$ cat src/bcc_pkg.sv
package bcc_pkg;

    localparam int POS_W           = 8;
    localparam int LAYER_W         = 8;
    localparam int CNT_W           = 6;
    localparam int SUM_W           = 11;
    localparam int IDX_W           = 6;
    localparam int MAX_EDGES_DEF   = 64;
    localparam int MAX_LAYER_NODES = 256;

    localparam int S_TDATA_W = 24;
    localparam int M_TDATA_W = 80;
    localparam int M_TUSER_W = 2;

    // edge traveling down the chain, collecting its own crossing counts
    typedef struct packed {
        logic             vld;
        logic             drop;   // store was full at entry, never stored
        logic             done;   // already parked in a cell
        logic             last;
        logic [POS_W-1:0] src;
        logic [POS_W-1:0] dst;
        logic             inn;
        logic [CNT_W-1:0] ii;
        logic [CNT_W-1:0] ir;
        logic [CNT_W-1:0] rr;
    } t_tok;

    // edge parked in a cell
    typedef struct packed {
        logic             vld;
        logic [POS_W-1:0] src;
        logic [POS_W-1:0] dst;
        logic             inn;
        logic [CNT_W-1:0] ii;
        logic [CNT_W-1:0] ir;
        logic [CNT_W-1:0] rr;
    } t_ent;

    function automatic logic [POS_W-1:0] clamp_pos(input logic [POS_W-1:0] p);
        logic [POS_W-1:0] v;
        v = p;
        if (32'(p) >= MAX_LAYER_NODES) begin
            v = POS_W'(MAX_LAYER_NODES - 1);
        end
        return v;
    endfunction

endpackage

$ cat src/bcc_cell.sv
module bcc_cell (
    input  logic          i_clk,
    input  logic          i_rst_n,
    input  logic          i_shift,
    input  bcc_pkg::t_tok i_tok,
    input  bcc_pkg::t_ent i_nxt,
    output bcc_pkg::t_tok o_tok,
    output bcc_pkg::t_ent o_ent
);

    bcc_pkg::t_tok r_tok;
    bcc_pkg::t_ent r_ent;
    bcc_pkg::t_ent n_ent;

    logic w_live;
    logic w_store;
    logic w_cross;
    logic w_c_ii;
    logic w_c_ir;
    logic w_c_rr;

    assign w_live  = r_tok.vld && !r_tok.done;
    assign w_store = w_live && !r_ent.vld;
    // strictly opposite order on both layers
    assign w_cross = w_live && r_ent.vld &&
                     (((r_tok.src < r_ent.src) && (r_tok.dst > r_ent.dst)) ||
                      ((r_tok.src > r_ent.src) && (r_tok.dst < r_ent.dst)));
    assign w_c_ii  = w_cross && r_tok.inn && r_ent.inn;
    assign w_c_ir  = w_cross && (r_tok.inn ^ r_ent.inn);
    assign w_c_rr  = w_cross && !r_tok.inn && !r_ent.inn;

    always_comb begin
        o_tok = r_tok;
        if (w_store) begin
            o_tok.done = 1'b1;
        end
        o_tok.ii = r_tok.ii + bcc_pkg::CNT_W'(w_c_ii);
        o_tok.ir = r_tok.ir + bcc_pkg::CNT_W'(w_c_ir);
        o_tok.rr = r_tok.rr + bcc_pkg::CNT_W'(w_c_rr);
    end

    always_comb begin
        n_ent = r_ent;
        if (i_shift) begin
            n_ent = i_nxt;
        end else if (w_store) begin
            n_ent.vld = 1'b1;
            n_ent.src = r_tok.src;
            n_ent.dst = r_tok.dst;
            n_ent.inn = r_tok.inn;
            n_ent.ii  = r_tok.ii;
            n_ent.ir  = r_tok.ir;
            n_ent.rr  = r_tok.rr;
        end else begin
            n_ent.ii = r_ent.ii + bcc_pkg::CNT_W'(w_c_ii);
            n_ent.ir = r_ent.ir + bcc_pkg::CNT_W'(w_c_ir);
            n_ent.rr = r_ent.rr + bcc_pkg::CNT_W'(w_c_rr);
        end
    end

    always_ff @(posedge i_clk) begin
        if (!i_rst_n) begin
            r_tok.vld <= 1'b0;
            r_ent.vld <= 1'b0;
        end else begin
            r_tok <= i_tok;
            r_ent <= n_ent;
        end
    end

    assign o_ent = r_ent;

endmodule

$ cat config.mk
export PLATFORM = sky130hd
export DESIGN_NAME = bcc_cell
export DESIGN_NICKNAME = d
export VERILOG_FILES = /design/src/bcc_pkg.sv /design/src/bcc_cell.sv
export SDC_FILE = /design/constraint.sdc
export NUM_CORES = 1
export LEC_CHECK = 0
export BUFFER_PORTS_ARGS = -buffer_cell sky130_fd_sc_hd__buf_2
export CAP_MARGIN = 20
export CORE_MARGIN = 10
export CORE_UTILIZATION = 53
export DETAILED_ROUTE_END_ITERATION = 8
export PLACE_DENSITY_LB_ADDON = 0.3
export SLEW_MARGIN = 15
export SYNTH_ARGS = -nofsm -noshare
export SYNTH_HDL_FRONTEND = slang
export SYNTH_SLANG_ARGS = --single-unit
$ cat constraint.sdc
create_clock -name i_clk -period 6.42 [get_ports i_clk]
set_input_delay 0.963 -clock i_clk [delete_from_list [all_inputs] [get_ports i_clk]]
set_output_delay 0.963 -clock i_clk [all_outputs]
set_load 0.005 [all_outputs]
Word level (Yosys, flattened, before mapping)
Index checks and enable logic that the tools add are counted.
{"block": "word_totals", "reg_bits": 75, "out_inout_bits": 75, "input_bits": 78, "elab_cells": 50}
{"block": "op_classes", "n_reduce_logical": 18, "magnitude_cmp": 4, "addsub": 6, "n_mux": 4, "n_bitwise": 1}
{"operator": "adder 6 x 1 -> 6 bit", "n": 6}
{"operator": "2-to-1 mux 18 bit", "n": 2}
{"operator": "2-to-1 mux 36 bit", "n": 1}
{"operator": "> comparator 8 bit", "n": 2}
{"operator": "< comparator 8 bit", "n": 2}
{"operator": "logical AND 1 bit", "n": 11}
{"operator": "zero test 1 bit", "n": 4}
{"operator": "AND reduction 2 bit", "n": 1}
{"operator": "nonzero test 2 bit", "n": 1}
{"operator": "logical OR 1 bit", "n": 1}
{"operator": "2-to-1 mux 1 bit", "n": 1}
{"operator": "XOR 1 bit", "n": 1}

Longest topological paths before layout
Gate-level depths: netlist of run 1.
{"block": "depth", "word_depth": 9, "mapped_depth": 15, "mapped_depth_nobuf": 15}

Worst setup path after synthesis of run 1
No wires, ideal clock.
{"block": "synth_path", "kind": "register to output", "startpoint": "reg r_tok, in the netlist o_tok[28]", "endpoint": "out o_tok[5] (netlist bit)", "slack_ps": 3187, "path_buffers": 0, "required_time_ps": 5457, "path_stages_with_launch": 12, "arrival_ps": 2270, "cell_sequence": "edfxtp_1 -> ha_1 -> nor2b_4 -> o211ai_2 -> a21oi_2 -> a211oi_2 -> mux2i_1 -> nor4_2 -> ha_1 -> and3_1 -> nand3_1 -> xnor2_1"}
{"item": "start, declared", "line_no": "bcc_cell.sv:11", "rtl": "bcc_pkg::t_tok r_tok;"}
{"item": "start signal, assigned", "line_no": "bcc_cell.sv:66", "rtl": "r_tok <= i_tok;"}
{"item": "end, declared", "line_no": "bcc_cell.sv:7", "rtl": "output bcc_pkg::t_tok o_tok,"}

==> key figures, run 1 <==
Route
  • Post-DR wirelength/cell: 16.6 um
  • 1st-pass router iterations: 4
  • 1st-iter DRT viols: 85
  • # DRC: 0
  • Vias per inst: 5.02
  • WL final: about 9 mm
  • Post-route ant nets: 0
  • DR vias: 2,771

GRT
  • Initial antenna violation count: 0
  • Pin count of the biggest net entering global routing: just under 60
  • First-pass GRT wire length: 14.4 mm
  • Vias in the first global route: 3,032
  • Grt total ovfl: 0
  • Overall Global Routing Usage: 15.9%

Setup path
  • Cells on worst reg2reg path: 14
  • Nature of the critical path startpoint: flop
  • Critical path class: reg2out
  • R2R Setup Slk: between 3000 and 4000 ps
  • CP delay by family, top: simple AND/OR/NAND/NOR gates
  • Critical Path RT: 5460 ps
  • WP data arrival: about 3100 ps
  • Crit path launch: o_tok[28]
  • Crit-path most repeated cell: ha_1
  • Critical path, cell by cell: ha_1, nor2b_4, o211ai_2, a21oi_2, a211oi_2, mux2i_1, nor4_2, ha_1, and3_1, nand3_1, xnor2_1, buf_2
  • Reg-to-reg endpoint: o_ent[10]
  • Largest stage delay on the critical path: 420 ps
  • Kind of end point of the critical path: output pin
  • Worst Path Buf+Inv: 1
  • CP Max Fanout: 3
  • Worst flop-to-flop path startpoint: o_tok[28]
  • Critical path's slowest cell: edfxtp_1
  • CP Depth: 12
  • Crit path capture: o_tok[5]

Die
  • Rows: 31
  • Die area: between 0.01 and 0.015 mm^2
  • Die height: roughly 110 um
  • Die Span X: around 110 um
  • I/O Pins: roughly 150
  • Core Region: 0.00721 mm^2
  • Initial Utilization: about 54%

Yosys
  • Sequential share of the synthesized area: 57.1%
  • Post-Syn Area: 0.00391 mm^2
  • Unique cell type count in the Yosys netlist: 35
  • Post-Synth Adder-Cell Area: 8.97%
  • Top cells by area, synth: edfxtp_1, ha_1, mux2_2
  • Synth top area share: a little under three fifths
  • Synth Area in XOR/XNOR: 5.60%
  • Mux contribution to synthesized area: 6.12%
  • Synth area leader: edfxtp_1
  • YS warnings: 0
  • Mean area per synthesized cell: 12.5 um^2
  • Synthesized instance count: 313
  • FF+latch count, synth: 75
  • Post-Synth Simple-Gate Area: 8.90%
  • Largest family of logic cells by synthesized area: adder cells
  • Complex-gate fraction of the synthesized area: 6.72%
  • Post-Syn Nets: 419

Layout
  • Multi-input logic area: 0.00142 mm^2
  • Most frequent cells in the layout: buf_2, edfxtp_1, ha_1, nand2_1, a21oi_1
  • Area growth, synth to finish: 23.6%
  • Commonest non-fill, non-tap cell in the layout: buf_2
  • Register area: 0.00223 mm^2
  • N_diodes: 0
  • Fillers: 572
  • Fin nets: 555
  • Layout cells sized above 1: 42.2%

Clock network
  • CTS Buf Count: 9
  • Root buffer cell: clkbuf_8
  • Post-CTS Setup Inserts: 0
  • Clock Tree Buf Depth: 2
  • Worst-path clk slew: ~70 ps
  • TritonCTS clock tree: built
  • CTS H-tree depth: 3
  • Clock Latency Late Sink: 340 ps
  • Clk sinks: 75
  • Hold-fix buffers at CTS: 0
  • Post-CTS Resized: 0

Status
  • Run status: complete, no violations

Timing
  • Fin. max-slew vios: 0
  • Final hold slack: 579 ps
  • Max_slew headroom: between 40% and 50%
  • Clock skew: 11.7 ps
  • Unrepaired setup endpoints after global routing: false
  • # setup viols final: 0
  • Tmin final: 4050 ps
  • Crit share post-route: 63.1%
  • Worst-margin pin slew: 889 ps
  • FMAX: 247 MHz
  • Final TNS setup: 0 ps
  • Final Hold Violating Endpoints: 0

Placed design
  • Gpl congestion: 0.769
  • IO buf count: 152
  • Hpwl dp: 7.08 mm

Hold path
  • Hold Crit Class: reg2reg
  • Cells on Worst Hold Path: 1

Run
  • Number of max-cap violations: 0

Power
  • Max IR drop VDD: 0.153 mV
  • Lkg Pwr: approximately 2.1 nW
  • Pwr/cell area: 239 mW/mm^2
[worst reg2reg max path, cell delays in order (launching register included)]
cell and delay (ps):
edfxtp_1 420, ha_1 340, nor2b_4 140, o211ai_2 150, a21oi_2 70, a211oi_2 240
mux2i_1 420, nor3_1 160, ha_1 220, ha_1 210, nand3_1 110, xor2_1 160
nor2_1 60, a21oi_1 120, o21ai_1 70
[worst min path at each step]
stage               from         to  slack [ps]
6_report       o_ent[35]  o_ent[35]         580
5_1_grt        o_ent[35]  o_ent[35]         610
4_1_cts        o_ent[35]  o_ent[35]         590
3_5_place_dp   o_ent[35]  o_ent[35]         570
3_3_place_gp   o_ent[35]  o_ent[35]         550
2_1_floorplan  o_ent[35]  o_ent[35]         550
[layer usage]
metal	GRT usage (%)	share of wire, %	vias up
met5	0	0	-
met4	6.29	1.6	0
met3	7.00	11	13
met2	26.0	48	115
met1	17.7	40	1263
li1	-	-	1380
[synthesized netlist by cell type]
| cell | n |
|---|---|
| nor2_1 | 13 |
| o211ai_2 | 1 |
| nor3_1 | 3 |
| edfxtp_1 | 73 |
| dfxtp_1 | 2 |
| nand3_1 | 13 |
| o21a_1 | 1 |
| nand4_1 | 4 |
| buf_4 | 21 |
| mux2_2 | 15 |
| buf_2 | 4 |
| nand2b_1 | 1 |
| nor2b_4 | 1 |
| inv_1 | 16 |
| nand2_1 | 23 |
| clkbuf_1 | 4 |
| a211oi_2 | 1 |
| buf_1 | 1 |
| o311a_1 | 1 |
| o211ai_1 | 1 |
| ha_1 | 28 |
| nor4_2 | 1 |
| o21ai_1 | 9 |
| or2_2 | 1 |
| and2_1 | 1 |
| a21oi_2 | 1 |
| nand2_2 | 1 |
| xnor2_1 | 13 |
| xor2_1 | 12 |
| nor2b_1 | 3 |
| o21ai_0 | 12 |
| o22a_1 | 1 |
| a21oi_1 | 18 |
| mux2i_1 | 7 |
| and3_1 | 6 |
[final cells by class]
class | instances | area share [%]
tap | 99 | 2.57
multi-input combinational | 192 | 29.4
sequential | 75 | 46.2
clock buffer | 11 | 2.72
timing repair buffer | 155 | 16.2
inverter | 16 | 1.24
clock inverter | 4 | 1.58
[power by group]
part	switching, mW	internal [mW]	total [mW]
registers	0.0264	0.581	0.608
logic	0.0790	0.0805	0.160
clock network	0.168	0.218	0.386
[stage by stage]
step	power [mW]	utilization (%)	std cells	setup slack (ps)	cell area, um^2
floorplan	0.706	-	313	3190	3910
global placement	0.775	64.0	537	2810	4620
detailed placement	0.781	64.0	537	2720	4620
CTS	1.17	66.9	552	2330	4830
global route	1.21	66.9	552	2180	4830
finish	1.15	66.9	552	2370	4830
[cell families (layout without fill, tap and decap cells)]
kind of cell    count (synthesis)  after routing
compound gates                 46             46
xor+xnor                       25             25
fa+ha+maj                      28             28
buf+inv                        46            186
simple gates                   71             71
flops                          75             75
mux                            22             22
[flip-flops by register name (all words and copies together) (netlist names)]
register and flops:
o_ent 36, r_tok 19, o_tok 20
Note: power is estimated with default switching activity, not from simulation.
==> inputs of run 2 (changes only) <==
CORE_UTILIZATION = 49   (was 53)
clock period = 4.2 ns   (was 6.42 ns; I/O delays follow)
==> run 2 against run 1 <==
  * Setup slack got worse by 1800 ps
  * Highest routed layer unchanged
  * Sequential share of layout area fell by 0.25 points
  * Cell count rose by 0.54%
  * Largest power group unchanged
  * Critical endpoint unchanged
==> key figures, run 2 (synthesized netlist as in run 1, its figures left out) <==
Clock network
  • Hold-fix buffers at CTS: 0 (unchanged)
  • Post-CTS Resized: 0 (unchanged)
  • Clock Tree Buf Depth: 2 (unchanged)
  • Root buffer cell: clkbuf_8
  • CTS H-tree depth: 3 (unchanged)
  • CTS Buf Count: 9 (unchanged)
  • Post-CTS Setup Inserts: 0 (unchanged)
  • Worst-path clk slew: 80 ps (about the same)
  • Clock Latency Late Sink: 340 ps (about the same)
  • TritonCTS clock tree: built
  • Clk sinks: 75 (unchanged)

Placed design
  • Pre-CTS setup slack: 865 ps (-1860 ps)
  • IO buf count: 152 (unchanged)
  • Placed Instances: 540 (+0.56%)
  • Hpwl dp: 7.41 mm (+4.8%)
  • Gpl congestion: 0.803 (+4.5%)
  • Area post-placement: 0.00462 mm^2 (about the same)

GRT
  • Overall Global Routing Usage: 15.8% (-0.083 points)
  • Grt total ovfl: 0 (unchanged)
  • First-pass GRT wire length: 14.7 mm (+2.4%)
  • Vias in the first global route: 3,028 (-0.13%)
  • Pin count of the biggest net entering global routing: 59 (unchanged)
  • Initial antenna violation count: 0 (unchanged)

Die
  • Die Span X: 109 um (+3.2%)
  • Die area: 0.0119 mm^2 (+6.6%)
  • Core Region: 0.00773 mm^2 (+7.1%)
  • Die height: 109 um (+3.2%)
  • Rows: 32 (+3.2%)
  • Initial Utilization: 50.6% (-3.6 points)
  • I/O Pins: 153 (unchanged)

Route
  • WL final: 9.55 mm (+4.2%)
  • Post-route ant nets: 0 (unchanged)
  • 1st-pass router iterations: 6 (+2)
  • DR vias: 2,759 (-0.43%)
  • Vias per inst: 4.97 (-0.97%)
  • Post-DR wirelength/cell: 17.2 um (+3.6%)
  • 1st-iter DRT viols: 100 (+18%)
  • # DRC: 0 (unchanged)

Setup path
  • Nature of the critical path startpoint: flop
  • R2R Setup Slk: 1150 ps (-2130 ps)
  • Worst flop-to-flop path startpoint: o_tok[28]
  • Cells on worst reg2reg path: 14 (unchanged)
  • Kind of end point of the critical path: output pin
  • Critical Path RT: 3570 ps (-1890 ps)
  • Crit path capture: o_tok[5]
  • Critical path class: reg2out
  • CP Max Fanout: 3 (unchanged)
  • WP data arrival: 3030 ps (-60 ps)
  • Reg-to-reg endpoint: o_ent[16]
  • Crit path launch: o_tok[28]

Layout
  • N_diodes: 0 (unchanged)
  • Largest register FFs: 36 (unchanged)
  • Commonest non-fill, non-tap cell in the layout: buf_2
  • Final core occ: 62.8% (-4.1 points)
  • Fin nets: 555 (unchanged)
  • Final Instance Count excl. Fillers: 555 (+0.54%)
  • Most frequent cells in the layout: buf_2, edfxtp_1, ha_1, nand2_1, a21oi_1
  • Area growth, synth to finish: 24.2%
  • Final instance area: 0.00485 mm^2 (+0.54%)
  • Layout cells sized above 1: 42.4% (+0.22 points)

Timing
  • Final Hold Violating Endpoints: 0 (unchanged)
  • FMAX: between 200 and 300 MHz
  • Crit share post-route: 87.1%
  • Tmin final: 3660 ps
  • Final TNS setup: 0 ps (unchanged)
  • Final hold slack: 457 ps (-122 ps)
  • Unrepaired setup endpoints after global routing: false
  • Fin. max-slew vios: 0 (unchanged)
  • Clock skew: 13.8 ps (+2.12 ps)
  • # setup viols final: 0 (unchanged)
  • Worst-margin pin slew: 914 ps (+24.7 ps)
  • Max_slew headroom: 39.1% (-1.6 points)
  • Min setup slack post-route: 542 ps (-1830 ps)

Hold path
  • Hold Crit Class: in2reg

Power
  • Pwr/cell area: 375 mW/mm^2 (+57%)
  • Total chip power: 1.82 mW (+58%)
  • Max IR drop VDD: 0.252 mV (+65%)
  • Lkg Pwr: 2.16 nW (+0.59%)

Run
  • Number of max-cap violations: 0 (unchanged)

Status
  • Run status: complete, no violations
==> run 2: cell count changes in the layout (fill, tap and decap cells not counted) <==
cell / before / now
clkbuf_1: 2 / 1
bufinv_16: 2 / 3
clkinv_2: 0 / 1
clkinv_4: 1 / 0
==> run 2: area by class of cell <==
type / instances / area, um^2
Multi-Input combinational cell: 192 / 1420
Timing Repair Buffer: 155 / 783
Inverter: 16 / 60.1
Clock buffer: 10 / 128
Fill cell: 638 / 2870
Clock inverter: 5 / 103
Tap cell: 102 / 128
Sequential cell: 75 / 2230
==> run 2: worst min path at each step <==
stage,from,to,slack [ps],cells after the start
final,i_tok[29],o_tok[29],460,1
after global routing,i_tok[35],o_tok[35],430,1
after CTS,i_tok[29],o_tok[29],440,1
after detailed placement,o_ent[35],o_ent[35],560,1
after global placement,o_ent[35],o_ent[35],560,1
after floorplan,o_ent[35],o_ent[35],550,1
==> run 2: worst max-delay path, cell delays in order, from the launching register on <==
cell      delay, ps
edfxtp_1        420
ha_1            330
nor2b_4         130
o211ai_2        140
a21oi_2          70
a211oi_2        240
mux2i_1         170
nor4_2          320
ha_1            250
and3_1          220
nand3_1         110
xnor2_1         150
buf_2           130
==> run 2: power breakdown <==
part | switching (mW) | internal (mW) | leakage, nW
clock | 0.258 | 0.391 | 0.112
combinational | 0.122 | 0.123 | 1.31
sequential | 0.0399 | 0.889 | 0.728
total | 0.419 | 1.40 | 2.16
==> run 2: routing by layer <==
layer / wire (um) / vias to the layer above / GRT usage (%)
met5: 0 / - / 0
met4: 86 / 0 / 4.00
met1: 3810 / 1268 / 17.3
met2: 4550 / 105 / 26.5
li1: - / 1380 / -
met3: 1090 / 6 / 8.25
